--- src/sv/encoder_speed_pi_controller_top_defines.svh ---
// Assertion macros shared by the encoder speed PI controller RTL.
`ifndef ENCODER_SPEED_PI_CONTROLLER_TOP_DEFINES_SVH
`define ENCODER_SPEED_PI_CONTROLLER_TOP_DEFINES_SVH

// Antecedent implies consequent in the same cycle.
`define ESPC_ASSERT_SAME(lbl, ante, cons, msg) \
   lbl: assert property (@(posedge clock) disable iff (reset) (ante) |-> (cons)) else $error(msg);

// Antecedent implies consequent in the next cycle.
`define ESPC_ASSERT_NEXT(lbl, ante, cons, msg) \
   lbl: assert property (@(posedge clock) disable iff (reset) (ante) |=> (cons)) else $error(msg);

`endif

--- src/sv/espc_pkg.sv ---
// Package with types, constants and helper functions of the encoder speed PI controller.
package espc_pkg;

   localparam int ELAPSED_W       = 24;
   localparam int POS_W           = 32;
   localparam int RPM_W           = 24;
   localparam int DRIVE_W         = 16;
   localparam int INTEG_W         = 48;
   localparam int CSR_IDX_W       = 3;
   localparam int CSR_DATA_W      = 24;
   localparam int QUEUE_DEPTH_DEF = 4;

   localparam int COEF_POLE  = 55968;
   localparam int COEF_ZERO  = 4771;
   localparam int RPM_SCALE  = 60000000;
   localparam int INT_ROUND  = 500000;
   localparam int RAW_QBITS  = 24;
   localparam int INT_QBITS  = 38;

   // One million is 2^6 times 15625; INT_RECIP is the ceiling of 2^64 / 15625.
   localparam int          INT_DIV_SHIFT = 6;
   localparam logic [50:0] INT_RECIP     = 51'd1180591620717412;

   localparam logic OP_EDGE = 1'b0;
   localparam logic OP_TICK = 1'b1;

   typedef enum logic [CSR_IDX_W-1:0] {
      CSR_TARGET = 3'd0,
      CSR_PROP   = 3'd1,
      CSR_INTEG  = 3'd2,
      CSR_CPR    = 3'd3,
      CSR_LIMIT  = 3'd4
   } csr_idx_type;

   typedef struct packed {
      logic signed [23:0] target_rpm;
      logic [15:0]        prop_gain;
      logic [15:0]        integral_gain;
      logic [15:0]        counts_per_rev;
      logic [14:0]        drive_limit;
   } cfg_type;

   typedef struct packed {
      logic [ELAPSED_W-1:0] elapsed_us;
      logic [POS_W-1:0]     position;
   } tick_type;

   typedef struct packed {
      logic full;
      logic empty;
   } fifo_stat_type;

   typedef enum logic [4:0] {
      ST_IDLE, ST_MUL, ST_PREP, ST_DIV_RAW, ST_RAW_FIN, ST_FILT_A, ST_FILT_B, ST_FILT_C,
      ST_ERR, ST_INT_MUL, ST_INT_PREP, ST_RCP_LL, ST_RCP_LH, ST_RCP_HL, ST_RCP_HH,
      ST_INT_ADD, ST_KI_LO, ST_KI_HI, ST_KP, ST_SUM, ST_DRIVE, ST_OUT
   } back_state_type;

   function automatic logic signed [63:0] round_shr(input logic signed [63:0] x,
                                                    input int unsigned s);
      logic signed [63:0] half;
      logic signed [63:0] bias;
      half = 64'sd1 <<< (s - 1);
      bias = x[63] ? (half - 64'sd1) : half;
      return (x + bias) >>> s;
   endfunction

   function automatic logic signed [RPM_W-1:0] sat_rpm(input logic signed [63:0] x);
      if (x > 64'sd8388607) begin
         return 24'sh7FFFFF;
      end else if (x < -64'sd8388608) begin
         return 24'sh800000;
      end
      return x[RPM_W-1:0];
   endfunction

endpackage

--- src/sv/espc_queue.sv ---
// Short FIFO of tick beats between the front and the back.
module espc_queue #(
   parameter int DEPTH = espc_pkg::QUEUE_DEPTH_DEF
) (
   input  logic                     clock,
   input  logic                     reset,
   input  logic                     push,
   input  espc_pkg::tick_type       push_data,
   input  logic                     pop,
   output espc_pkg::tick_type       pop_data,
   output espc_pkg::fifo_stat_type  stat
);
   import espc_pkg::*;

   localparam int PTR_W = (DEPTH > 1) ? $clog2(DEPTH) : 1;
   localparam int CNT_W = $clog2(DEPTH + 1);

   tick_type           mem_ff [DEPTH];
   logic [PTR_W-1:0]   wr_ptr_ff;
   logic [PTR_W-1:0]   rd_ptr_ff;
   logic [CNT_W-1:0]   count_ff;

   always_ff @(posedge clock) begin
      if (push) begin
         mem_ff[wr_ptr_ff] <= push_data;
      end
   end

   always_ff @(posedge clock) begin
      if (reset) begin
         wr_ptr_ff <= '0;
         rd_ptr_ff <= '0;
         count_ff  <= '0;
      end else begin
         if (push) begin
            wr_ptr_ff <= (wr_ptr_ff == PTR_W'(DEPTH - 1)) ? '0 : wr_ptr_ff + 1'b1;
         end
         if (pop) begin
            rd_ptr_ff <= (rd_ptr_ff == PTR_W'(DEPTH - 1)) ? '0 : rd_ptr_ff + 1'b1;
         end
         if (push && !pop) begin
            count_ff <= count_ff + 1'b1;
         end else if (pop && !push) begin
            count_ff <= count_ff - 1'b1;
         end
      end
   end

   assign pop_data   = mem_ff[rd_ptr_ff];
   assign stat.full  = (count_ff == CNT_W'(DEPTH));
   assign stat.empty = (count_ff == '0);

endmodule

--- config.mk ---
export PLATFORM = sky130hd
export DESIGN_NAME = espc_queue
export DESIGN_NICKNAME = d
export VERILOG_FILES = /design/src/sv/encoder_speed_pi_controller_top_defines.svh /design/src/sv/espc_pkg.sv /design/src/sv/espc_queue.sv
export SDC_FILE = /design/constraint.sdc
export NUM_CORES = 1
export LEC_CHECK = 0
export BUFFER_PORTS_ARGS = -buffer_cell sky130_fd_sc_hd__buf_2
export CORE_ASPECT_RATIO = 1.25
export CORE_MARGIN = 2
export CORE_UTILIZATION = 45
export DETAILED_ROUTE_END_ITERATION = 8
export MAX_ROUTING_LAYER = met4
export PLACE_DENSITY_LB_ADDON = 0.08
export REMOVE_ABC_BUFFERS = 1
export SYNTH_ARGS = -nofsm -noshare
export SYNTH_HDL_FRONTEND = slang
export SYNTH_SLANG_ARGS = --single-unit
--- constraint.sdc ---
create_clock -name clock -period 3.08 [get_ports clock]
set_clock_uncertainty 0.1 [all_clocks]
set_input_delay 0.462 -clock clock [delete_from_list [all_inputs] [get_ports clock]]
set_output_delay 0.462 -clock clock [all_outputs]
set_load 0.05 [all_outputs]
== Word-level counts from Yosys, hierarchy flattened ==
Memories as Yosys holds them, arrays and structs flattened. A register that Yosys moved wholly into a read port is not among the register bits.
Cells that the tools add are included.
Widths: inputs -> output; s select.

* Bits in registers: 7
* Bits in latches: 0
* RAM bits: 224
* Memory bits (read-only): 0
* Input port bits: 60
* Output and inout port bits: 58
* Word-level logic and storage cells: 25
* Memories: 1

* $add $sub $neg: 4
* Multipliers: 0
* Div/mod/pow operators: 0
* Order comparisons: 0
* Eq/ne operators: 3
* Shift operators: 0
* Multiplexer cells: 8
* Bitwise operators: 0
* Reduce and logical (&&, ||, !) cells: 6

{| class="wikitable"
|+ Memory list
! name !! words !! bits a word !! rd ports !! clocked after Yosys merged registers in !! write ports !! line !! text
|-
| mem_ff || 4 || 56 || 1 || 1 || 1 || espc_queue.sv:18 || <nowiki>tick_type mem_ff [DEPTH];</nowiki>
|}

{| class="wikitable"
|+ Operators with widths
! kind !! number
|-
| $mux 2 || 4
|-
| $mux 3 || 2
|-
| $add 2x1->2 const B || 2
|-
| $eq 2x2->1 const B || 2
|-
| $add 3x1->3 const B || 1
|-
| $eq 3x3->1 const B || 1
|-
| $logic_not 3->1 || 1
|-
| $sub 3x1->3 const B || 1
|-
| $logic_and 1x1->1 || 2
|-
| $logic_not 1->1 || 2
|-
| $mux 1 || 2
|-
| $reduce_bool 2->1 || 1
|}

== Depth between registers and ports, before layout ==
* Word-level depth: 4
* Gate-level depth with buffers: 7
* Mapped depth without buffers: 7

== Worst setup path before layout ==
No wires, ideal clock.

* Path kind: register to register
* From: register wr_ptr_ff[0]
* To: memory mem_ff[3][0] (netlist bit) (enable)
* Setup time: 0.419 ns
* Arrival time: 1.876 ns
* Required time: 2.561 ns
* Path slack: 0.685 ns
* Stages on the path, launching flop included: 3
* Path buffers: 0
* Clock period less this slack: 2.395 ns
* Cells stage by stage: dfxtp_1 ha_1 and2_1

{| class="wikitable"
|+ RTL lines
! element !! line !! text
|-
| start, declared || espc_queue.sv:19 || <nowiki>logic [PTR_W-1:0] wr_ptr_ff;</nowiki>
|-
| start signal, assigned || espc_queue.sv:36 || <nowiki>wr_ptr_ff <= (wr_ptr_ff == PTR_W'(DEPTH - 1)) ? '0 : wr_ptr_ff + 1'b1;</nowiki>
|-
| end, declared || espc_queue.sv:18 ||
|}

No word-level cell before the write port.

==> flow_metrics.tcl <==
set metrics [dict create \
    cts_setup_buffers 0 \
    antenna_cells 0 \
    drive_gt1_share_pct 45.03 \
    drc 0 \
    synth_seq_cells 233 \
    cp.required_ns 2.52 \
    cts_inserted_buffers 24 \
    route.vias.total 3828 \
    nets 542 \
    drv_cap 0 \
    cts-resized-gates 0 \
    grt_pass1_wl_um 23020 \
    cts_buffer_depth 3 \
    cts_tree "built" \
    ant_nets 0 \
    ys.flop_type "edfxtp_1" \
    drt_iter0_drc 223 \
    rows 56 \
    fillers 1431 \
    slew-limit-headroom_pct 64.06 \
    hpwl_um 8800 \
    io_buffers 117 \
    synth_largest_area_cell "edfxtp_1" \
    finalMaxSlewViolations 0 \
    fin_crit_sh_pct 87.42 \
    die-width_um 127.3 \
    setup_ws_ns 0.3874 \
    tightest_slew_ns 0.5392 \
    yosysMostFrequentCell "edfxtp_1" \
    start_kind "flop" \
    avgSynthCellArea_um2 25.46 \
    worstPathArrival_ns 2.13 \
    place_area_um2 9454 \
    postSynthCellCount 336 \
    setup_violations 0 \
    crit_chain "buf_12 > mux4_2 > buf_2" \
    cp-end-kind "primary output" \
    vias_per_cell 5.280 \
    synthTopCellsByCount "edfxtp_1 (224), mux4_2 (56), dfxtp_1 (9), nor2_1 (7), ha_1 (6)" \
    synth_edf_count 224 \
    period_needed_ns 2.693 \
    antenna_found_initial 0 \
    synth_top_area_share_pct 78.62 \
    vdd_drop_max_mv 0.4843 \
    crit_fanout 22 \
    critPathKind "reg2out" \
    chipHeight_um 158.2 \
    placed_cells 681 \
    max_stage_delay_ns 0.56 \
    syn_to_final_growth_pct 19.35 \
    netlist_top_cells_area "edfxtp_1 (79%), mux4_2 (15%), dfxtp_1 (2.1%), buf_12 (0.94%), ha_1 (0.88%)" \
    finalPower_mw 7.312 \
    pre_cts_ws_ns 0.8556 \
    cts.root.buffer_cell "clkbuf_16" \
    fmaxAchievable_ghz 0.3714 \
    fin_area_um2 10210 \
    grt_pass1_vias 4163 \
    num_io_pins 118 \
    syn_area_um2 8556 \
    grt.overflow.total 0 \
    total_leakage_power_nw 3.472 \
    status "completed" \
    clkSlewWorstSetupHoldPaths_ns 0.06 \
    drt_wl_total_um 15120 \
    tns_ns 0 \
    initial_core_util_pct 45.73 \
    ys_async_sr_fraction_pct 0 \
    report.final.hold_viol_count 0 \
    cts.sink_count 233 \
    yosysSeqAreaShare_pct 80.73 \
    cp_slowest_cell "dfxtp_4" \
    hold_buffers 0 \
    gp_congestion 0.6739 \
    htreeDepth 1 \
    hold_path_class "in2reg" \
    rsz0062_at_grt "no" \
    yosys_warnings 0 \
    grt_max_degree 36 \
    wl_per_cell_um 20.85 \
    clk-insertion-delay-late_ns 0.49 \
    fp.dieArea_um2 20140 \
    core-area_um2 18710 \
    whs_ns 0.07453 \
    grt_usage_pct 15.57 \
    synth_cell_types 20 \
    firstDrtPassIters 4 \
    postLayoutCoreUtil_pct 54.58 \
    final-instance-count-excl-fill 725 \
    power.density_nw_per_um2 716.1 \
]
==> layout make-up <==
| type | count | area (um^2) | area share [%] |
|---|---|---|---|
| flip-flops and latches | 233 | 6912 | 67.69 |
| repair buffers | 125 | 720.7 | 7.058 |
| inverters | 4 | 15.01 | 0.1470 |
| multi-input cells | 87 | 1516 | 14.85 |
| clock inverters | 9 | 73.82 | 0.7230 |
| clock buffers | 35 | 683.2 | 6.690 |
| well taps | 232 | 290.3 | 2.843 |
==> worst paths after layout <==
kind                      start             to  slack (ns)  cells after the start
hold / removal    push_data[13]  mem_ff[3][13]        0.07                      1
setup reg to reg   wr_ptr_ff[0]   mem_ff[3][4]        1.31                      3
setup / recovery           flop   pop_data[23]        0.39                      3
hold reg to reg     count_ff[2]    count_ff[2]        0.41                      2
==> per-layer routing <==
metal / vias to the layer above / GRT usage [%] / share of wire, % / wire [um]
met5: - / - / 0 / 0
li1: 1712 / - / - / -
met1: 1998 / 19.47 / 41 / 6213
met4: 0 / 3.663 / 1.0 / 155
met3: 20 / 3.143 / 5.6 / 842
met2: 98 / 26.51 / 52 / 7903
==> worst max-delay path, delay by kind of cell, from the launching register on <==
kind,cells,cell delay [ns]
buffers and inverters,2,0.50
flip-flops,1,0.56
multiplexers,1,0.55
==> registers in the layout (all words and copies together), names as in the netlist, named ones only <==
signal,flops
rd_ptr_ff,2
count_ff,3
wr_ptr_ff,2
mem_ff,224
==> placed cells by master, fill, tap and decap left out, drive strengths merged <==
| master | netlist | final |
|---|---|---|
| a21oi | 2 | 2 |
| and2 | 4 | 4 |
| buf | 11 | 125 |
| bufinv | 0 | 1 |
| clkbuf | 1 | 35 |
| clkinv | 0 | 6 |
| clkinvlp | 0 | 2 |
| dfxtp | 9 | 9 |
| edfxtp | 224 | 224 |
| fa | 1 | 1 |
| ha | 6 | 6 |
| inv | 4 | 4 |
| mux2i | 4 | 4 |
| mux4 | 56 | 56 |
| nor2 | 7 | 7 |
| nor3 | 1 | 1 |
| nor3b | 2 | 2 |
| o21ai | 1 | 1 |
| or3 | 1 | 1 |
| xor2 | 2 | 2 |
==> report_power, final <==
group,switching (mW),internal [mW],total (mW)
Clock,1.10,1.62,2.72
Sequential,0.0451,3.63,3.67
Combinational,0.634,0.281,0.915
==> cells by family (layout without fill, tap and decap cells) <==
family,count (synthesis),after routing,synth area share [%]
mux,60,60,15.21
simple gates,15,15,0.9066
fa+ha+maj,7,7,1.111
xor+xnor,2,2,0.2048
buf+inv,16,173,1.667
flops,233,233,80.73
compound gates,3,3,0.1754
No activity file was read; power rests on OpenSTA's default activity.
