`src/sv/encoder_speed_pi_controller_top_defines.svh`:
```
// Assertion macros shared by the encoder speed PI controller RTL.
`ifndef ENCODER_SPEED_PI_CONTROLLER_TOP_DEFINES_SVH
`define ENCODER_SPEED_PI_CONTROLLER_TOP_DEFINES_SVH

// Antecedent implies consequent in the same cycle.
`define ESPC_ASSERT_SAME(lbl, ante, cons, msg) \
   lbl: assert property (@(posedge clock) disable iff (reset) (ante) |-> (cons)) else $error(msg);

// Antecedent implies consequent in the next cycle.
`define ESPC_ASSERT_NEXT(lbl, ante, cons, msg) \
   lbl: assert property (@(posedge clock) disable iff (reset) (ante) |=> (cons)) else $error(msg);

`endif

```
`src/sv/espc_pkg.sv`:
```
// Package with types, constants and helper functions of the encoder speed PI controller.
package espc_pkg;

   localparam int ELAPSED_W       = 24;
   localparam int POS_W           = 32;
   localparam int RPM_W           = 24;
   localparam int DRIVE_W         = 16;
   localparam int INTEG_W         = 48;
   localparam int CSR_IDX_W       = 3;
   localparam int CSR_DATA_W      = 24;
   localparam int QUEUE_DEPTH_DEF = 4;

   localparam int COEF_POLE  = 55968;
   localparam int COEF_ZERO  = 4771;
   localparam int RPM_SCALE  = 60000000;
   localparam int INT_ROUND  = 500000;
   localparam int RAW_QBITS  = 24;
   localparam int INT_QBITS  = 38;

   // One million is 2^6 times 15625; INT_RECIP is the ceiling of 2^64 / 15625.
   localparam int          INT_DIV_SHIFT = 6;
   localparam logic [50:0] INT_RECIP     = 51'd1180591620717412;

   localparam logic OP_EDGE = 1'b0;
   localparam logic OP_TICK = 1'b1;

   typedef enum logic [CSR_IDX_W-1:0] {
      CSR_TARGET = 3'd0,
      CSR_PROP   = 3'd1,
      CSR_INTEG  = 3'd2,
      CSR_CPR    = 3'd3,
      CSR_LIMIT  = 3'd4
   } csr_idx_type;

   typedef struct packed {
      logic signed [23:0] target_rpm;
      logic [15:0]        prop_gain;
      logic [15:0]        integral_gain;
      logic [15:0]        counts_per_rev;
      logic [14:0]        drive_limit;
   } cfg_type;

   typedef struct packed {
      logic [ELAPSED_W-1:0] elapsed_us;
      logic [POS_W-1:0]     position;
   } tick_type;

   typedef struct packed {
      logic full;
      logic empty;
   } fifo_stat_type;

   typedef enum logic [4:0] {
      ST_IDLE, ST_MUL, ST_PREP, ST_DIV_RAW, ST_RAW_FIN, ST_FILT_A, ST_FILT_B, ST_FILT_C,
      ST_ERR, ST_INT_MUL, ST_INT_PREP, ST_RCP_LL, ST_RCP_LH, ST_RCP_HL, ST_RCP_HH,
      ST_INT_ADD, ST_KI_LO, ST_KI_HI, ST_KP, ST_SUM, ST_DRIVE, ST_OUT
   } back_state_type;

   function automatic logic signed [63:0] round_shr(input logic signed [63:0] x,
                                                    input int unsigned s);
      logic signed [63:0] half;
      logic signed [63:0] bias;
      half = 64'sd1 <<< (s - 1);
      bias = x[63] ? (half - 64'sd1) : half;
      return (x + bias) >>> s;
   endfunction

   function automatic logic signed [RPM_W-1:0] sat_rpm(input logic signed [63:0] x);
      if (x > 64'sd8388607) begin
         return 24'sh7FFFFF;
      end else if (x < -64'sd8388608) begin
         return 24'sh800000;
      end
      return x[RPM_W-1:0];
   endfunction

endpackage

```
`src/sv/espc_if.sv`:
```
// Valid/ready channel interfaces for the request and response beats.
interface espc_req_if;
   import espc_pkg::*;
   logic                 valid;
   logic                 ready;
   logic                 opcode;
   logic                 direction;
   logic [ELAPSED_W-1:0] elapsed_us;
   modport source(output valid, opcode, direction, elapsed_us, input ready);
   modport sink(input valid, opcode, direction, elapsed_us, output ready);
endinterface


```
`src/sv/espc_front.sv`:
```
// Front end: takes request beats, counts encoder edges and queues control ticks.
module espc_front (
   input  logic                     clock,
   input  logic                     reset,
   espc_req_if.sink                 req,
   input  espc_pkg::fifo_stat_type  stat,
   output logic                     push,
   output espc_pkg::tick_type       push_data
);
   import espc_pkg::*;

   logic [POS_W-1:0] position_ff;
   logic             accept;

   assign req.ready = !stat.full;
   assign accept    = req.valid && req.ready;
   assign push      = accept && (req.opcode == OP_TICK);

   assign push_data.elapsed_us = req.elapsed_us;
   assign push_data.position   = position_ff;

   always_ff @(posedge clock) begin
      if (reset) begin
         position_ff <= '0;
      end else if (accept && (req.opcode == OP_EDGE)) begin
         position_ff <= req.direction ? position_ff + 1'b1 : position_ff - 1'b1;
      end
   end

endmodule

```
`src/flat_wrapper.sv`:
```
// flat-port wrapper written by rule: the top's interface ports become plain ports
module espc_front_flat import espc_pkg::*;
  (clock, reset, stat, push, push_data, req_valid, req_opcode, req_direction, req_elapsed_us, req_ready);
  espc_req_if req_i ();
  input  logic clock;
  input  logic reset;
  input  espc_pkg::fifo_stat_type stat;
  output logic push;
  output espc_pkg::tick_type push_data;
  input wire logic [$bits(req_i.valid)-1:0] req_valid;
  input wire logic [$bits(req_i.opcode)-1:0] req_opcode;
  input wire logic [$bits(req_i.direction)-1:0] req_direction;
  input wire logic [$bits(req_i.elapsed_us)-1:0] req_elapsed_us;
  output wire logic [$bits(req_i.ready)-1:0] req_ready;
  assign req_i.valid = req_valid;
  assign req_i.opcode = req_opcode;
  assign req_i.direction = req_direction;
  assign req_i.elapsed_us = req_elapsed_us;
  assign req_ready = req_i.ready;
  espc_front u_core (.clock(clock), .reset(reset), .req(req_i), .stat(stat), .push(push), .push_data(push_data));
endmodule
```
`config.mk`:
```
export PLATFORM = sky130hd
export DESIGN_NAME = espc_front_flat
export DESIGN_NICKNAME = d
export VERILOG_FILES = /design/src/sv/encoder_speed_pi_controller_top_defines.svh /design/src/sv/espc_pkg.sv /design/src/sv/espc_if.sv /design/src/sv/espc_front.sv /design/src/flat_wrapper.sv
export SDC_FILE = /design/constraint.sdc
export NUM_CORES = 1
export LEC_CHECK = 0
export BUFFER_PORTS_ARGS = -buffer_cell sky130_fd_sc_hd__buf_2
export CORE_ASPECT_RATIO = 1.75
export CORE_UTILIZATION = 35
export CTS_CLUSTER_DIAMETER = 80
export CTS_CLUSTER_SIZE = 28
export DETAILED_ROUTE_END_ITERATION = 8
export GPL_ROUTABILITY_DRIVEN = 1
export SETUP_SLACK_MARGIN = 0.02
export SLEW_MARGIN = 10
export SYNTH_ARGS = -nofsm -noshare
export SYNTH_HDL_FRONTEND = slang
export SYNTH_SLANG_ARGS = --single-unit
```
`constraint.sdc`:
```
create_clock -name clock -period 6.9 [get_ports clock]
set_clock_uncertainty 0.05 [all_clocks]
set_input_delay 0.345 -clock clock [delete_from_list [all_inputs] [get_ports clock]]
set_output_delay 0.345 -clock clock [all_outputs]
set_load 0.02 [all_outputs]
```
* After elaboration in Yosys (flattened, before gate mapping) *
Index checks and enable logic that the tools add are counted.

storage, ports and cells
  register bits after elaboration = 32
  input port bits = 31
  word-level logic and storage cells = 9

operators by class
  $add $sub $neg = 2
  muxes and demuxes = 1
  bitwise operators = 1
  reduce and logical (&&, ||, !) cells = 4

operator list
  cell                                                number
  adder 32 x 1 -> 32 bit, second input constant       1
  2-to-1 mux 32 bit                                   1
  subtractor 32 x 1 -> 32 bit, second input constant  1
  logical AND 1 bit                                   3
  logical NOT 1 bit                                   1
  NOT 1 bit                                           1

* Longest topological paths before layout *
Gate-level depths: netlist (run 1).

  depth in word-level cells = 3
  gate-level depth with buffers = 10
  mapped depth without buffers = 9

* Least setup slack after synthesis (run 1) *
Ideal clock, no wire load.

  path type = input port to flip-flop
  start = in req_direction
  end = reg u_core.position_ff[20]
  data arrival time = 2.850 ns
  required time = 6.733 ns
  setup slack = 3.882 ns
  stages = 9
  buffers on the path = 0
  path through = inv_1 ha_1 and3_1 and3_1 and4_1 a22o_1 o21ba_1 or3_1 a32o_1

between the ends
  cells in the longest elaborated chain, start to end = 1

RTL lines
  item                  line                RTL
  start, declared       flat_wrapper.sv:12  input wire logic [$bits(req_i.direction)-1:0] req_direction;
  2-to-1 mux 32 bit     espc_front.sv:26    position_ff <= req.direction ? position_ff + 1'b1 : position_ff - 1'b1;
  end signal, assigned  espc_front.sv:26
  end, declared         espc_front.sv:12    logic [POS_W-1:0] position_ff;

No other way between the ends.
A chain may end at the register's enable or synchronous reset.

* Worst setup path after layout (run 1) *
  start = in req_direction
  end = reg u_core.position_ff[28]

The elaborated chain is that of the path after synthesis.

==> impl.org, run 1 <==
** Clocking
- The number of gates resized after CTS was 0.
- Buffer depth of the longest clock path :: 2
- CTS placed an instance of clkbuf_16 at the clock tree root.
- TritonCTS clock tree :: built
- Number of buffers added for setup after CTS :: 0
- Number of levels in the clock H-tree :: 2
- Counting the buffers created by CTS gives 5.
- The clock net in this run drives a total of 32 sinks.
- For the worst-skew pair, the clock arrives at the later sink with an insertion delay of 280 ps.
- Hold_buf cts :: 0
- Clock slew at the register clock pins of the worst setup and hold paths :: 50 ps

** Pwr
- In this run switching power makes up 32.37% of total power.
- For this design the ratio of total power to cell area is 176.4 mW/mm^2.
- The design draws 0.0005818 W.
- VDD sags by at most 0.00007922 V.
- In this run the power spent charging and discharging nets is 0.0001883 W.
- Combinational group share of total power :: 26.6%
- Internal power comes to 0.0003935 W.
- Relative contribution of sequential cells to total power :: 34.5%
- The share of total power dissipated in the clock network is 38.8%.
- For this design the static power due to leakage is 1.586 nW.

** Route
- Via-per-instance ratio :: 5.536
- Initial detailed-routing violation count :: 108
- DRT Pass-1 Iters :: 4
- The count of nets left with antenna violations once routing finished came out at 0.
- Count of vias placed by the detailed router :: 2890
- For this run, design rule violations remaining after detail routing come to 0.
- Dividing the detail-routed wire length by the instance count gives 15.82 um.
- Detailed Route WL :: 8260 um

** STA
- Tightest hold margin :: 415.6 ps
- Subtracting the final worst setup slack from the clock period gives 3247 ps.
- At the pin with the least slew margin, the transition time is 948.7 ps.
- Setup repair after global routing left no endpoint under its margin.
- Period utilization :: 47.05%
- Final hold violation count :: 0
- Maximum achievable frequency :: 308.0 MHz
- The final number of max-transition violations was 0.
- Setup TNS :: 0 ps
- In the post-route analysis, the smallest setup slack over all paths is 3653 ps.
- Worst slew margin :: 36.52%
- Number of setup violations in the final report :: 0

** Hold path
- The startpoint identified for the worst hold timing path is u_core.position_ff[24]$_SDFFE_PP0P_.
- The path class of the tightest hold or removal check is reg2reg.

** Yosys
- Distinct cell type count after synthesis :: 59
- For this run, asynchronously set or reset flops after synthesis account for 0%.
- Share of the yosys chip area belonging to registers :: 21.04%
- Post-Synthesis Mean Instance Area :: 7.610 um^2
- In the synthesized netlist the dominant register cell turns out to be dfxtp_1.
- Gate Count Post-Synth :: 400
- In this run the cell area of the synthesized design comes to 0.003044 mm^2.
- Count of state elements after synthesis :: 32
- In this run, synthesis inferred 0 flip-flops with an integrated enable.
- For this run, the number of Yosys warnings is 0.
- The number of nets in the synthesized netlist is 462.

** Setup path
- Of all nets on the critical path, the largest fanout is 20.
- By startpoint and endpoint, the worst setup path is classified as in2reg.
- Type of destination of the critical path :: flop
- Critical Path AT :: 3400 ps
- The critical path starts at req_direction.
- The worst setup path is launched from an input pin.
- Worst endpoint required time :: 7050 ps
- Crit Reg-Reg Startpoint :: u_core.position_ff[0]$_SDFFE_PP0P_

** Place
- Before CTS, the worst setup slack after placement is 3381 ps.
- Once placement finished, the instance area stood at 0.003149 mm^2.
- Port buffering added 39 buffers.
- Placed wire-length estimate :: 6361 um
- Routability congestion estimate :: 0.8941

** Floorplanning
- Std-Cell Rows :: 44
- Vert. Die Dim :: 125.4 um
- Once the floorplan was initialized, standard cells occupied 36.38% of the core.
- Area enclosed by the die boundary :: 0.009089 mm^2
- The floorplan step set the die width to 72.50 um.
- Number of top-level pins :: 89
- Core area :: 0.008368 mm^2

** Layout
- The register with the most flip-flops in the layout has 32 of them.
- Final nets :: 468
- 0 antenna diodes ended up in the layout.
- Largest registers :: u_core.position_ff x32
- Share of cells above drive strength 1 :: 13.76%
- Top register by number of flip-flops :: u_core.position_ff
- Layout overhead on the synthesized area :: 8.343%
- Summed area of non-filler cells in the final layout :: 0.003298 mm^2

** Run
- Max-cap violations :: 0

** Status
- Result of the run :: finished clean

** Global routing
- In the global route stage, overall resource usage came out at 19.11%.
- Initial antenna violation count :: 0
- Largest net degree at the start of global routing :: 28
- Total global routing overflow :: 0
- Vias in the first global route :: 2843
- Global-route wire length before repair :: 13660 um
==> cell usage after synthesis (2+ instances only) <==
cell type  count  share of area (%)
o21ai_0       23                3.8
buf_4         24                5.9
nand4_1        7                1.4
a21oi_1       44                7.2
o211ai_1       4               0.99
a31oi_1        4               0.82
nor2_1        16                2.0
a221oi_1       2               0.58
and3_1         9                1.8
nor3_1         4               0.66
nor2b_1        3               0.62
xnor2_1       13                3.7
a211oi_1       4               0.99
o221ai_1       3               0.86
o2111ai_1      2               0.58
inv_1         14                1.7
nand3_1        8                1.3
o21ai_1        4               0.66
a221o_1        3               0.99
nand2_1       55                6.8
nand3b_1       4               0.99
or3_1          2               0.41
a211o_1        2               0.58
a32o_1         2               0.66
ha_1          30                 12
o21bai_1       5                1.2
a21o_1        18                4.4
nor4_1         2               0.41
o2111a_1       2               0.74
dfxtp_1       32                 21
a31o_2         2               0.58
a21boi_0       2               0.49
xor2_1         7                2.0
clkbuf_1      16                2.0
and2_1         4               0.82
==> cells by family (layout without fill, tap and decap cells) <==
| kind of cell | Yosys count | in the layout | synth area share (%) |
|---|---|---|---|
| buffers and inverters | 56 | 63 | 9.905 |
| AO/OA/AOI/OAI | 140 | 140 | 31.16 |
| flip-flops | 32 | 32 | 21.04 |
| AND/OR/NAND/NOR | 121 | 121 | 19.15 |
| adder cells (fa/ha/maj) | 31 | 31 | 12.99 |
| XOR/XNOR | 20 | 20 | 5.754 |
==> metrics by stage <==
| step | utilization, % | instances |
|---|---|---|
| 2_1_floorplan | - | 400 |
| 3_3_place_gp | 37.63 | 514 |
| 3_5_place_dp | 37.63 | 514 |
| 4_1_cts | 39.41 | 522 |
| 5_1_grt | 39.41 | 522 |
| 6_report | 39.41 | 522 |
==> power by group through the flow <==
stage / logic, W / clock network, W / registers (W)
floorplan: 0.000127 / 0 / 0.000214
global placement: 0.000153 / 0 / 0.000204
detailed placement: 0.000154 / 0 / 0.000205
CTS: 0.000155 / 0.000232 / 0.000201
global route: 0.000173 / 0.000238 / 0.000202
finish: 0.000155 / 0.000226 / 0.000201
==> metal layers <==
metal  GRT usage, %  vias to the layer above  routed length [um]
li1               -                     1455                   -
met1          19.21                     1333                3096
met2          35.73                       77                4532
met3          3.143                       25                 327
met4          10.61                        0                 303
met5              0                        -                   0
==> critical path: stages <==
cell and delay, ps:
buf_2 140, inv_1 350, buf_4 380, ha_1 360, a21oi_1 360, o21bai_1 210
a311o_1 360, a221oi_1 320, o31ai_2 160, o211a_1 220, o211ai_1 160
==> cells in the final DEF, fill, tap and decap left out, types with 5 or more instances in the layout <==
| cell type | netlist | final |
|---|---|---|
| a21o_1 | 18 | 18 |
| a21oi_1 | 44 | 44 |
| and3_1 | 9 | 9 |
| buf_2 | 1 | 39 |
| clkbuf_16 | 0 | 5 |
| dfxtp_1 | 32 | 32 |
| ha_1 | 30 | 30 |
| inv_1 | 14 | 14 |
| nand2_1 | 55 | 55 |
| nand3_1 | 8 | 8 |
| nand4_1 | 7 | 7 |
| nor2_1 | 16 | 16 |
| o21ai_0 | 23 | 23 |
| o21bai_1 | 5 | 5 |
| xnor2_1 | 13 | 13 |
| xor2_1 | 7 | 7 |
==> final cells by class <==
cell class / count / area [um^2]
clock buffer: 6 / 138.9
clock inverter: 2 / 10.01
fill: 914 / 5070
inverter: 14 / 52.55
multi-input combinational: 312 / 2102
sequential: 32 / 640.6
tap: 115 / 143.9
timing repair buffer: 41 / 210.2
==> worst paths after layout <==
check,to,slack (ps),cells past startpoint
worst max-delay path,u_core.position_ff[28]$_SDFFE_PP0P_,3650,11
worst min-delay path,u_core.position_ff[24]$_SDFFE_PP0P_,420,2
worst max register to register,u_core.position_ff[30]$_SDFFE_PP0P_,3980,9
worst min register to register,u_core.position_ff[24]$_SDFFE_PP0P_,420,2
(Power assumes the default switching activity.)
==> run 2, diff against run 1 <==
==> constraint.sdc (replaced) <==
create_clock -name clock -period 2.8 [get_ports clock]
set_clock_uncertainty 0.05 [all_clocks]
set_input_delay 0.14 -clock clock [delete_from_list [all_inputs] [get_ports clock]]
set_output_delay 0.14 -clock clock [all_outputs]
set_load 0.02 [all_outputs]
==> impl.org, run 2 (synthesis results as in run 1) <==
** Layout
- Share of cells above drive strength 1 :: 19.27%
- After routing the design area is 0.003530 mm^2.
- The register with the most flip-flops in the layout has 32 of them.
- Top register by number of flip-flops :: u_core.position_ff
- Multi-input combinational cell area :: 0.002102 mm^2
- Number of fill cells in the layout :: 918
- The library cell used most frequently in the layout, excluding fill and tap cells, is nand2_1.
- In the final layout, the registers with the most flip-flops are u_core.position_ff x32.
- Final nets :: 497
- Leaving out fill and tap cells, the most frequent cells in the layout are nand2_1 (55), a21oi_1 (44), buf_2 (39).
- Layout overhead on the synthesized area :: 15.95%
- Antenna diode instance count :: 0
- Register area :: 640.6 um^2

** STA
- Number of setup violations in the final report :: 0
- Setup TNS :: 0 ps
- Based on the critical path, the design can be clocked at up to 388.1 MHz.
- Setup repair after global routing left no endpoint under its margin.
- Number of pins exceeding their max-slew limit in the final report :: 0
- At the pin with the least slew margin, the transition time is 629.4 ps.
- The worst path uses 92.03% of the clock period.
- Fin crit period :: 2577 ps
- Worst slew margin :: 57.89%
- Final hold violation count :: 0

** Place
- Once detailed placement completed, the half-perimeter wirelength came to 6633 um.
- The count of buffers added on input and output ports is 39.
- Routability-driven placement finished with a final weighted congestion of 0.8581.
- Placed cell areas :: 0.003383 mm^2

** Setup path
- STA classifies the critical path startpoint as a flop.
- Together, buffers and inverters on the worst path number 1.
- CP max stage cell :: o41a_1
- Type of destination of the critical path :: flop
- The worst setup path is of the reg2reg kind.
- Family of cells with the greatest summed delay on the critical path :: compound AO/OA/AOI/OAI gates
- CP Max Fanout :: 5
- For this run, the slowest stage of the critical path takes 430 ps.
- Cells traversed along the worst timing path :: inv_1 -> fa_1 -> and2b_1 -> o21ai_2 -> o221ai_4 -> a211oi_1 -> o41a_1 -> o2111a_1 -> a221o_1
- At the worst endpoint, the required time is 2920 ps.
- Data arrives at the worst endpoint at 2700 ps.

** Floorplanning
- Row generation in the floorplan step produced 44 rows.
- Area enclosed by the die boundary :: 0.009089 mm^2
- The die is 125.4 um tall.
- Effective utilization at floorplan :: 36.38%
- Number of top-level pins :: 89
- The floorplan step defined a core boundary enclosing 0.008368 mm^2.
- The die is 72.50 um wide.

** Route
- Initial detailed-routing violation count :: 80
- Count of vias placed by the detailed router :: 3002
- Detailed Route WL :: 8565 um
- After detailed routing, the average wire length per cell comes to 15.54 um.
- Drc violations :: 0
- Via-per-instance ratio :: 5.448
- The count of nets left with antenna violations once routing finished came out at 0.
- DRT Pass-1 Iters :: 4

** Pwr
- Power spread over the standard cell area amounts to 420.0 mW/mm^2.
- Peak supply drop :: 0.0001987 V
- P_leak :: 1.718 nW

** Clocking
- Number of buffers added for setup after CTS :: 0
- Clock tree synthesis inserted a total of 5 buffers.
- The root buffer cell chosen for the clock tree is clkbuf_16.
- TritonCTS clock tree :: built
- Number of levels in the clock H-tree :: 2
- Clock-pin slew was measured on the worst setup and hold paths at 50 ps.
- Counting every sink on the clock net gives 32.
- The number of hold buffers added after CTS was 0.
- Clock insertion delay at the later pin of the skew report :: 280 ps
- Counting along the longest clock path gives a buffer depth of 2.

** Run
- The tool flagged a number of max-cap violations equal to 0.

** Global routing
- The number of antenna violations at the first check in global routing came to 0.
- Largest net degree at the start of global routing :: 28
- The first global-routing pass estimated 13570 um of wire.
- Vias in the first global route :: 2862
- Global routing finished with a remaining overflow of 0.
- Global routing consumed, over all layers together, 19.30% of the routing resources.

** Hold path
- The worst hold path belongs to the class in2out.

** Status
- The run finished with clean final reports.
==> run 2: cell types whose count changed in the layout (fill, tap and decap cells not counted), sizes merged <==
cell / delta
buf: +29
clkbuf: +2
clkinv: -2
clkinvlp: +1
inv: -1
==> run 2: through the flow <==
| stage | power (W) | setup WS, ps | std cells | utilization, % | hold WS [ps] |
|---|---|---|---|---|---|
| floorplan | 0.0008392 | 45.24 | 400 | - | 323.7 |
| global placement | 0.0009271 | 93.15 | 543 | 40.43 | 230.1 |
| detailed placement | 0.0009325 | 86.85 | 543 | 40.43 | 230.1 |
| CTS | 0.001496 | 109.3 | 551 | 42.18 | 230.1 |
| global route | 0.001561 | 88.78 | 551 | 42.18 | 230.0 |
| finish | 0.001482 | 223.0 | 551 | 42.18 | 230.0 |
==> run 2: repair_timing <==
action	4_1_cts	5_1_grt
hold endpoints to repair	0	0
endpoints found under the setup margin	0	2
resized for setup	0	0
==> run 2: layout make-up <==
cell class / count / share of cell area [%]
multi-input cells: 312 / 59.55
repair buffers: 70 / 12.48
inverters: 14 / 1.595
well taps: 115 / 4.077
flip-flops and latches: 32 / 18.15
clock buffers: 8 / 4.147
==> run 2: per-layer routing <==
metal | GRT usage [%] | routed length, um | share of wire, %
met1 | 18.59 | 3203 | 37
met2 | 37.38 | 4832 | 56
met3 | 3.546 | 281 | 3.3
met4 | 9.343 | 248 | 2.9
met5 | 0 | 0 | 0
==> run 2: final timing paths <==
kind / start / endpoint / slack, ps / cells past startpoint
worst max-delay path: u_core.position_ff[1]$_SDFFE_PP0P_ / u_core.position_ff[26]$_SDFFE_PP0P_ / 220 / 9
worst min-delay path: req_elapsed_us[1] / push_data[33] / 230 / 0
worst min register to register: u_core.position_ff[24]$_SDFFE_PP0P_ / u_core.position_ff[24]$_SDFFE_PP0P_ / 420 / 2
worst max register to register: u_core.position_ff[1]$_SDFFE_PP0P_ / u_core.position_ff[26]$_SDFFE_PP0P_ / 220 / 9
==> run 2: power by group <==
part | leakage (nW) | switching [W] | internal [W] | total [W]
logic | 1.39 | 0.000252 | 0.000178 | 0.000430
registers | 0.260 | 0.0000176 | 0.000477 | 0.000494
clock network | 0.0712 | 0.000203 | 0.000355 | 0.000558
total | 1.72 | 0.000473 | 0.00101 | 0.00148
